<file path="src/sv/push_switch_qualifier_top_assert.svh">
// assertion macros for the push switch qualifier
// used by push_switch_qualifier_top; needs clk and arst_n in scope
`ifndef PUSH_SWITCH_QUALIFIER_TOP_ASSERT_SVH
`define PUSH_SWITCH_QUALIFIER_TOP_ASSERT_SVH

// same-cycle implication, disabled during reset
`define PSQ_ASSERT_NOW(lbl, ante, cons, msg) \
	lbl: assert property (@(posedge clk) disable iff (!arst_n) (ante) |-> (cons)) \
		else $error(msg);

// next-cycle implication, disabled during reset
`define PSQ_ASSERT_NEXT(lbl, ante, cons, msg) \
	lbl: assert property (@(posedge clk) disable iff (!arst_n) (ante) |=> (cons)) \
		else $error(msg);

`endif

</file>
<file path="src/sv/psq_pkg.sv">
// package for the push switch qualifier: operation codes, register indexes
// and configuration reset values; no dependencies
package psq_pkg;

	// request operation codes
	typedef enum logic [1:0] {
		OP_POLL     = 2'd0,
		OP_SUPPRESS = 2'd1,
		OP_RESYNC   = 2'd2
	} op_t;

	// configuration register indexes
	localparam logic [1:0] REG_RELEASE_DEBOUNCE = 2'd0;
	localparam logic [1:0] REG_GUARD            = 2'd1;
	localparam logic [1:0] REG_LONG_PRESS       = 2'd2;

	localparam int CFG_W  = 16;
	localparam int TIME_W = 32;

	// configuration reset values in ms
	localparam logic [CFG_W-1:0] RELEASE_DEBOUNCE_RST = 16'd25;
	localparam logic [CFG_W-1:0] GUARD_RST            = 16'd200;
	localparam logic [CFG_W-1:0] LONG_PRESS_RST       = 16'd750;

	// result of one request
	typedef struct packed {
		logic select_press;
		logic long_press;
		logic a_press;
		logic b_press;
	} result_t;

endpackage

</file>
<file path="src/sv/push_switch_qualifier_top.sv">
// push switch qualifier top level; uses psq_pkg and the assertion header
// path: request accept to result valid passes the input register and then the result register
// throughput: one request per cycle while out_ready does not stall the result register; the switch
//   state is read and updated by compare and 32-bit subtract logic between the input and result registers
// reset: arst_n clears both stages, loads switch state to released/armed and the
//   configuration registers to 25, 200 and 750 ms
`include "push_switch_qualifier_top_assert.svh"

module push_switch_qualifier_top (
	input  logic        clk,
	input  logic        arst_n,
	// request channel
	input  logic        in_valid,
	output logic        in_ready,
	input  logic [1:0]  operation,
	input  logic [31:0] now_ms,
	input  logic        select_level,
	input  logic        a_level,
	input  logic        b_level,
	// result channel
	output logic        out_valid,
	input  logic        out_ready,
	output logic        select_press,
	output logic        long_press,
	output logic        a_press,
	output logic        b_press,
	// configuration write channel
	input  logic        cfg_valid,
	output logic        cfg_ready,
	input  logic [1:0]  cfg_index,
	input  logic [15:0] cfg_data
);

	localparam int TW = psq_pkg::TIME_W;
	localparam int CW = psq_pkg::CFG_W;

	// configuration registers
	logic [CW-1:0] release_debounce_q, guard_q, long_press_q;

	// input stage
	logic          valid_s1;
	psq_pkg::op_t  op_s1;
	logic [TW-1:0] now_s1;
	logic          sel_s1, a_s1, b_s1;

	// switch state
	logic          prev_select_q, prev_a_q, prev_b_q;
	logic          armed_q, suppressed_q;
	logic [TW-1:0] release_time_q, suppress_time_q, hold_start_q;
	logic          hold_timing_q, long_reported_q;

	// next state
	logic          prev_select_d, prev_a_d, prev_b_d;
	logic          armed_d, suppressed_d;
	logic [TW-1:0] release_time_d, suppress_time_d, hold_start_d;
	logic          hold_timing_d, long_reported_d;

	// result stage
	logic              out_valid_q;
	psq_pkg::result_t  result_q, result_d;

	logic adv;

	// handshakes
	assign adv       = valid_s1 && (!out_valid_q || out_ready);
	assign in_ready  = !valid_s1 || adv;
	assign cfg_ready = 1'b1;

	// configuration writes, unknown index ignored
	always_ff @(posedge clk or negedge arst_n) begin
		if (!arst_n) begin
			release_debounce_q <= psq_pkg::RELEASE_DEBOUNCE_RST;
			guard_q            <= psq_pkg::GUARD_RST;
			long_press_q       <= psq_pkg::LONG_PRESS_RST;
		end else if (cfg_valid && cfg_ready) begin
			case (cfg_index)
				psq_pkg::REG_RELEASE_DEBOUNCE: release_debounce_q <= cfg_data;
				psq_pkg::REG_GUARD:            guard_q            <= cfg_data;
				psq_pkg::REG_LONG_PRESS:       long_press_q       <= cfg_data;
				default: ;
			endcase
		end
	end

	// input register valid
	always_ff @(posedge clk or negedge arst_n) begin
		if (!arst_n) begin
			valid_s1 <= 1'b0;
		end else if (in_ready) begin
			valid_s1 <= in_valid;
		end
	end

	// input register payload
	always_ff @(posedge clk) begin
		if (in_valid && in_ready) begin
			op_s1  <= psq_pkg::op_t'(operation);
			now_s1 <= now_ms;
			sel_s1 <= select_level;
			a_s1   <= a_level;
			b_s1   <= b_level;
		end
	end

	// per-request logic: long press timer, select press logic, plain edges
	always_comb begin
		logic [TW-1:0] hold_base;
		logic [TW-1:0] rel_time;
		logic          lr_cur;
		logic          armed_pre;
		logic          hit;

		prev_select_d   = prev_select_q;
		prev_a_d        = prev_a_q;
		prev_b_d        = prev_b_q;
		armed_d         = armed_q;
		suppressed_d    = suppressed_q;
		release_time_d  = release_time_q;
		suppress_time_d = suppress_time_q;
		hold_start_d    = hold_start_q;
		hold_timing_d   = hold_timing_q;
		long_reported_d = long_reported_q;
		result_d        = '0;

		hold_base = hold_timing_q ? hold_start_q : now_s1;
		lr_cur    = hold_timing_q && long_reported_q;
		rel_time  = (sel_s1 && !prev_select_q) ? now_s1 : release_time_q;
		armed_pre = armed_q ||
			(sel_s1 && ((now_s1 - rel_time) >= {{(TW-CW){1'b0}}, release_debounce_q}));
		hit       = !sel_s1 && prev_select_q && armed_pre;

		case (op_s1)
			psq_pkg::OP_POLL: begin
				// long press timer, sees suppression as it was before this poll
				if (suppressed_q || sel_s1) begin
					hold_timing_d   = 1'b0;
					long_reported_d = 1'b0;
				end else begin
					hold_start_d    = hold_base;
					hold_timing_d   = 1'b1;
					long_reported_d = lr_cur;
					if (!lr_cur &&
						((now_s1 - hold_base) >= {{(TW-CW){1'b0}}, long_press_q})) begin
						long_reported_d     = 1'b1;
						result_d.long_press = 1'b1;
					end
				end
				// select press qualification
				release_time_d = rel_time;
				prev_select_d  = sel_s1;
				if (suppressed_q) begin
					armed_d = armed_pre;
					if (sel_s1 && armed_pre &&
						((now_s1 - suppress_time_q) >= {{(TW-CW){1'b0}}, guard_q})) begin
						suppressed_d = 1'b0;
					end
				end else begin
					armed_d               = armed_pre && !hit;
					result_d.select_press = hit;
				end
				// buttons a and b
				result_d.a_press = !a_s1 && prev_a_q;
				result_d.b_press = !b_s1 && prev_b_q;
				prev_a_d         = a_s1;
				prev_b_d         = b_s1;
			end
			psq_pkg::OP_SUPPRESS: begin
				prev_select_d   = sel_s1;
				armed_d         = 1'b0;
				suppressed_d    = 1'b1;
				suppress_time_d = now_s1;
				if (sel_s1) begin
					release_time_d = now_s1;
				end
			end
			psq_pkg::OP_RESYNC: begin
				prev_select_d   = sel_s1;
				prev_a_d        = a_s1;
				prev_b_d        = b_s1;
				armed_d         = sel_s1;
				release_time_d  = now_s1;
				suppressed_d    = 1'b0;
				suppress_time_d = '0;
			end
			default: ;
		endcase
	end

	// switch state registers
	always_ff @(posedge clk or negedge arst_n) begin
		if (!arst_n) begin
			prev_select_q   <= 1'b1;
			prev_a_q        <= 1'b1;
			prev_b_q        <= 1'b1;
			armed_q         <= 1'b1;
			suppressed_q    <= 1'b0;
			release_time_q  <= '0;
			suppress_time_q <= '0;
			hold_start_q    <= '0;
			hold_timing_q   <= 1'b0;
			long_reported_q <= 1'b0;
		end else if (adv) begin
			prev_select_q   <= prev_select_d;
			prev_a_q        <= prev_a_d;
			prev_b_q        <= prev_b_d;
			armed_q         <= armed_d;
			suppressed_q    <= suppressed_d;
			release_time_q  <= release_time_d;
			suppress_time_q <= suppress_time_d;
			hold_start_q    <= hold_start_d;
			hold_timing_q   <= hold_timing_d;
			long_reported_q <= long_reported_d;
		end
	end

	// result register valid
	always_ff @(posedge clk or negedge arst_n) begin
		if (!arst_n) begin
			out_valid_q <= 1'b0;
		end else if (adv) begin
			out_valid_q <= 1'b1;
		end else if (out_ready) begin
			out_valid_q <= 1'b0;
		end
	end

	// result register payload
	always_ff @(posedge clk) begin
		if (adv) begin
			result_q <= result_d;
		end
	end

	assign out_valid    = out_valid_q;
	assign select_press = result_q.select_press;
	assign long_press   = result_q.long_press;
	assign a_press      = result_q.a_press;
	assign b_press      = result_q.b_press;

	// checks
	`PSQ_ASSERT_NEXT(a_nonpoll_quiet, adv && (op_s1 != psq_pkg::OP_POLL),
		!select_press && !long_press && !a_press && !b_press,
		"non-poll request produced a press")
	`PSQ_ASSERT_NOW(a_press_disarms, out_valid_q && result_q.select_press, !armed_q,
		"select press left the switch armed")
	`PSQ_ASSERT_NEXT(a_suppress_state, adv && (op_s1 == psq_pkg::OP_SUPPRESS),
		suppressed_q && !armed_q, "suppress did not disarm")
	`PSQ_ASSERT_NOW(a_long_marked, out_valid_q && result_q.long_press,
		long_reported_q && hold_timing_q, "long press not recorded in timer state")
	`PSQ_ASSERT_NOW(a_stall_blocks, valid_s1 && out_valid_q && !out_ready, !in_ready,
		"input taken while both stages are full")

endmodule
</file>
<file path="config.mk">
export PLATFORM = sky130hd
export DESIGN_NAME = push_switch_qualifier_top
export DESIGN_NICKNAME = d
export VERILOG_FILES = /design/src/sv/psq_pkg.sv /design/src/sv/push_switch_qualifier_top.sv
export VERILOG_INCLUDE_DIRS = /design/src /design/src/sv
export SDC_FILE = /design/constraint.sdc
export NUM_CORES = 1
export LEC_CHECK = 0
export CAP_MARGIN = 20
export CELL_PAD_IN_SITES_DETAIL_PLACEMENT = 2
export CELL_PAD_IN_SITES_GLOBAL_PLACEMENT = 2
export CORE_MARGIN = 8
export CORE_UTILIZATION = 30
export DETAILED_ROUTE_END_ITERATION = 7
export DONT_BUFFER_PORTS = 1
export HOLD_SLACK_MARGIN = 0.05
export PLACE_DENSITY_LB_ADDON = 0.08
export SYNTH_ARGS = -nofsm -noshare
export SYNTH_HDL_FRONTEND = slang
export SYNTH_SLANG_ARGS = --single-unit
</file>
<file path="constraint.sdc">
create_clock -name clk -period 12.2 [get_ports clk]
set_input_delay 1.22 -clock clk [delete_from_list [all_inputs] [get_ports clk]]
set_output_delay 1.22 -clock clk [all_outputs]
set_load 0.05 [all_outputs]
</file>
# --- Word level (Yosys, flattened, before mapping) ---
# Cells that the tools add are included.
# Widths: inputs -> output; s select.
word_totals:
  regBits: 194
  elab_cells: 97
op_classes:
  add_sub_neg: 3
  order_cmp: 3
  n_eq_ne: 5
  n_mux: 16
  n_bitwise: 2
  reduce_logical: 44
op_table:
  columns: ["operator", "n"]
  rows:
  - ["$ge 32x16->1", 3]
  - ["$mux 32", 3]
  - ["$pmux 32 s3", 1]
  - ["$sub 32x32->32", 3]
  - ["$pmux 32 s2", 1]
  - ["$reduce_and 2->1", 8]
  - ["$logic_and 1x1->1", 13]
  - ["$mux 1", 9]
  - ["$logic_not 1->1", 8]
  - ["$pmux 1 s3", 2]
  - ["$reduce_and 3->1", 2]
  - ["$reduce_or 2->1", 3]
  - ["$eq 2x1->1 const B", 2]
  - ["$eq 2x2->1 const B", 2]
  - ["$logic_not 2->1", 2]
  - ["$logic_or 1x1->1", 4]
  - ["$reduce_bool 2->1", 2]
  - ["$reduce_bool 3->1", 1]
  - ["$reduce_or 3->1", 1]
  - ["$ne 2x2->1 const B", 1]
  - ["$not 1->1", 2]

# --- Logic depth before layout (Yosys ltp) ---
depth:
  word_depth: 12
  depth_mapped: 28
  mapped_depth_nobuf: 25

# --- Worst setup path before layout ---
# Ideal clock, no wire load.
synth_path:
  path_kind: "reg-to-reg"
  start: "reg hold_timing_q"
  end: "reg result_q, in the netlist long_press, data pin"
  setup_time_ns: 0.284
  arrival_ns: 4.697
  path_slack_ns: 7.219
  path_stages_with_launch: 23
  path_cell_list: "dfrtp_1 > clkbuf_1 > clkbuf_1 > mux2i_1 > ha_1 > a21o_1 > a21o_1 > a221o_1 > a31oi_1 > o21bai_1 > a21oi_1 > xnor2_1 > ha_1 > a21oi_1 > nor2b_1 > o21ai_0 > nand4b_1 > nor4_1 > o221ai_1 > nor4_1 > nand4_1 > a2111oi_2 > a211oi_1"
synth_between:
  elab_chain_cells: 5
synth_lines:
  columns: ["item", "line_no", "source"]
  rows:
  - ["from (decl)", "push_switch_qualifier_top.sv:50", "logic hold_timing_q, long_reported_q;"]
  - ["from (signal assigned)", "push_switch_qualifier_top.sv:211", "hold_timing_q <= hold_timing_d;"]
  - ["$mux 32", "push_switch_qualifier_top.sv:125", "hold_base = hold_timing_q ? hold_start_q : now_s1;"]
  - ["$sub 32x32->32", "push_switch_qualifier_top.sv:143", "((now_s1 - hold_base) >= {{(TW-CW){1'b0}}, long_press_q})) begin"]
  - ["$ge 32x16->1", "push_switch_qualifier_top.sv:143", null]
  - ["$logic_and 1x1->1 *", "push_switch_qualifier_top.sv:142", "if (!lr_cur &&"]
  - ["$mux 1 *", "push_switch_qualifier_top.sv:142", null]
  - ["to (signal assigned)", "push_switch_qualifier_top.sv:230", "result_q <= result_d;"]
  - ["to (decl)", "push_switch_qualifier_top.sv:60", "psq_pkg::result_t result_q, result_d;"]
# Every way passes the cells marked *; elsewhere a longest branch is shown, timed or not.
# A chain may end at the register's enable or synchronous reset.

# --- Final worst setup path ---
layout_path:
  start: "reg prev_select_q"
  end: "reg suppressed_q"
layout_between:
  elab_chain_cells: 12
layout_lines:
  columns: ["item", "line_no", "source"]
  rows:
  - ["from (decl)", "push_switch_qualifier_top.sv:47", "logic prev_select_q, prev_a_q, prev_b_q;"]
  - ["from (signal assigned)", "push_switch_qualifier_top.sv:203", "prev_select_q <= prev_select_d;"]
  - ["$logic_not 1->1", "push_switch_qualifier_top.sv:127", "rel_time = (sel_s1 && !prev_select_q) ? now_s1 : release_time_q;"]
  - ["$logic_and 1x1->1", "push_switch_qualifier_top.sv:127", null]
  - ["$mux 32", "push_switch_qualifier_top.sv:127", null]
  - ["$sub 32x32->32", "push_switch_qualifier_top.sv:129", "(sel_s1 && ((now_s1 - rel_time) >= {{(TW-CW){1'b0}}, release_debounce_q}));"]
  - ["$ge 32x16->1", "push_switch_qualifier_top.sv:129", null]
  - ["$logic_and 1x1->1", "push_switch_qualifier_top.sv:129", null]
  - ["$logic_or 1x1->1", "push_switch_qualifier_top.sv:128", "armed_pre = armed_q ||"]
  - ["$logic_and 1x1->1 (2 in a row)", "push_switch_qualifier_top.sv:153", "if (sel_s1 && armed_pre &&"]
  - ["$mux 1", "push_switch_qualifier_top.sv:153", null]
  - ["$mux 1", "push_switch_qualifier_top.sv:151", "if (suppressed_q) begin"]
  - ["$pmux 1 s3", "push_switch_qualifier_top.sv:132", "case (op_s1)"]
  - ["to (signal assigned)", "push_switch_qualifier_top.sv:207", "suppressed_q <= suppressed_d;"]
  - ["to (decl)", "push_switch_qualifier_top.sv:48", "logic armed_q, suppressed_q;"]
# No other way between the ends.

==> run metrics <==
Synth Register Bits=approximately 190; max_cap viols=0; total power=about 3.2 mW; # clock sinks=194; Syn Inst Count=1,620; Layout Area Growth over Synthesis=8.29%; Least-Margin Pin Slew=1.02 ns; Resized Gates After CTS=0; leak pwr=6.89 nW; I/O Pins=67; share of the synthesized area in the top cell type=a little under a quarter; crit path from=prev_select_q; worst hold path type=input pin to asynchronous set/reset pin; Total GRT Usage=18.4%; Synth warnings=0; first-pass GRT wire length=80,300 um; antenna violation net count after detailed routing=0; RSZ-0062 raised after global routing=false; min cycle time layout=around 6 ns; number of synthesized flops with an enable pin=41; vias in the first global route=roughly 13,000; worst setup path category=flop to flop; share of layout cells above drive strength 1=11.2%; Worst R2R Start=prev_select_q; VDD IR max=between 0.0001 and 0.00015 V; vias after detailed routing=12,035; setup TNS=0 ns; Max Freq=169 MHz; TritonCTS clock tree=done; Crit path arrival time=6.31 ns; DRT Pass-1 Iters=4; cts hold-fix bufs=0; worst skew pair latency=0.49 ns; Final Setup Violations=0; CP Launch Type=flop; Final Non-Filler Cells=2,265; Synth Cell Area=roughly 15,000 sq um; H-tree levels=4; PwrDens=199 nW/um^2; largest net degree at the start of global routing=154; num rows=81; TritonCTS buffer count=17; Worst Setup Slack, final=6.29 ns; die height=239 um; CP endpoint kind=flop; final max-slew violation count=0; via/cell ratio=5.31; CORE AREA=49,000 sq um; antenna violations before repair=5; DRC viols=0; pre-CTS setup slack=~6.3 ns; placed cells=2,232; worst-case clock skew=0.0111 ns; CTS Root Cell=clkbuf_16; Routed WL=50,700 um; Crit Path Max Fanout=24; most frequent cells in the layout=150 x nand2_1, 135 x dfrtp_1, 134 x ha_1; GR Overflow Total=0; Yosys cell types=104; Fin Hold WS=0.426 ns; die area=~57,000 sq um; commonest register cell after synthesis=dfrtp_1; Seq/Total Area, Yosys=34.2%; main area contributors after synthesis=dfrtp_1 23%, ha_1 11%, edfxtp_1 8.3%; Synth Area per Inst=9.17 sq um; Initial Utilization=30.4%; Post-CTS Setup Inserts=0; gpl congestion=0.823; Final Net Count=1,784; status=completed; initial DRC count=518; Routed wire per std cell=22.4 um; Syn Nets=1,817; Async SR Flop Fraction=between 70% and 80%; number of port buffers=0; Final HPWL DP=39,800 um; clk slew on worst S/H paths=0.08 ns; CTS max path bufs=2; CP required=12.60 ns; fin crit share=48.4%; Worst slew margin=31.9%; Final Hold Fails=0; commonest non-fill, non-tap cell in the layout=nand2_1; area leader, netlist=dfrtp_1; Die W=239 um
## metrics by stage
step	util (%)	area (sq um)
after floorplan	-	14900
after global placement	31.6	15500
after detailed placement	31.6	15500
after CTS	32.9	16100
after global routing	32.9	16100
final	32.9	16100
## final cells by class
class	count	area [sq um]
Sequential cell	194	5080
Fill cell	5443	32900
Inverter	127	477
Clock buffer	20	478
Clock inverter	12	134
Timing Repair Buffer	11	90.1
Tap cell	664	831
Multi-Input combinational cell	1236	9000
Antenna cell	1	2.50
## cells by family (layout without fill, tap and decap cells)
logic type               Yosys count  count (layout)  share of synthesized area (%)
AO/OA/AOI/OAI                    446             446                           20.1
XOR/XNOR                          69              69                           4.12
adder cells (fa/ha/maj)          147             147                           12.3
buffers and inverters            190             170                           5.41
flip-flops                       194             194                           34.2
multiplexers                     125             125                           9.00
other                              1               2                         0.0252
AND/OR/NAND/NOR                  448             448                           14.9
## cells in the mapped netlist, types with 9 or more instances
master	instances
o31ai_1	17
o22ai_1	9
xnor2_1	51
nand2_1	151
nand2b_1	45
clkbuf_1	41
dfrtp_1	136
mux2i_1	56
nand4_1	21
xor2_1	17
nor2_1	88
edfxtp_1	41
nor3b_1	9
nor3_1	27
a21oi_1	99
ha_1	135
and3_1	12
dfstp_2	17
o21bai_1	14
nand3_1	28
nor2b_1	14
o21ai_0	126
nor4_1	10
inv_1	127
a211oi_1	9
a21o_1	52
o21a_1	12
mux2_2	68
## registers in the layout, summed over array words and instances (netlist names), 2 cells and up
name / count
release_time_q: 32
guard_q: 16
long_press_q: 16
hold_start_q: 32
release_debounce_q: 16
now_s1: 32
suppress_time_q: 32
op_s1: 2
## worst paths after layout
check	slack, ns	end	cells past startpoint
worst max-delay path	6.29	suppressed_q	24
worst min-delay path	0.43	long_press_q[4]	0
worst max register to register	6.29	suppressed_q	24
worst min register to register	0.48	suppress_time_q[8]	2
max in group asynchronous	11.48	release_time_q[26]	0
min in group clk	0.48	suppress_time_q[8]	2
## report_power, final
group	switching (mW)	internal, mW
clock network	0.292	0.312
registers	0.128	0.821
logic	0.966	0.679
total	1.39	1.81
## routing by layer
metal  wire length [um]  GRT usage (%)  share of wire [%]  vias up
met4               1070           5.47                2.1        0
met3               1820           3.49                3.6       47
li1                   -              -                  -     5762
met2              23200           29.7                 46      137
met5                  0              0                  0        -
met1              24600           24.9                 49     6089
## critical path, stage by stage, from the launching register on
cell and delay, ns:
dfstp_2 0.56, nand2b_2 0.58, o21ai_0 0.22, ha_1 0.24, inv_1 0.10, ha_1 0.22
a21oi_4 0.05, o22ai_1 0.27, or2_1 0.33, a21oi_1 0.11, nor3_1 0.19, nor2_1 0.07
xnor2_1 0.21, ha_1 0.28, and4_1 0.18, a221oi_1 0.30, o221ai_1 0.16, a221o_1 0.28
nor4_1 0.29, o2111ai_1 0.18, a21oi_1 0.15, nand4_1 0.14, nor4_1 0.35, a31oi_1 0.21
o31ai_1 0.11
(Power assumes the default switching activity.)
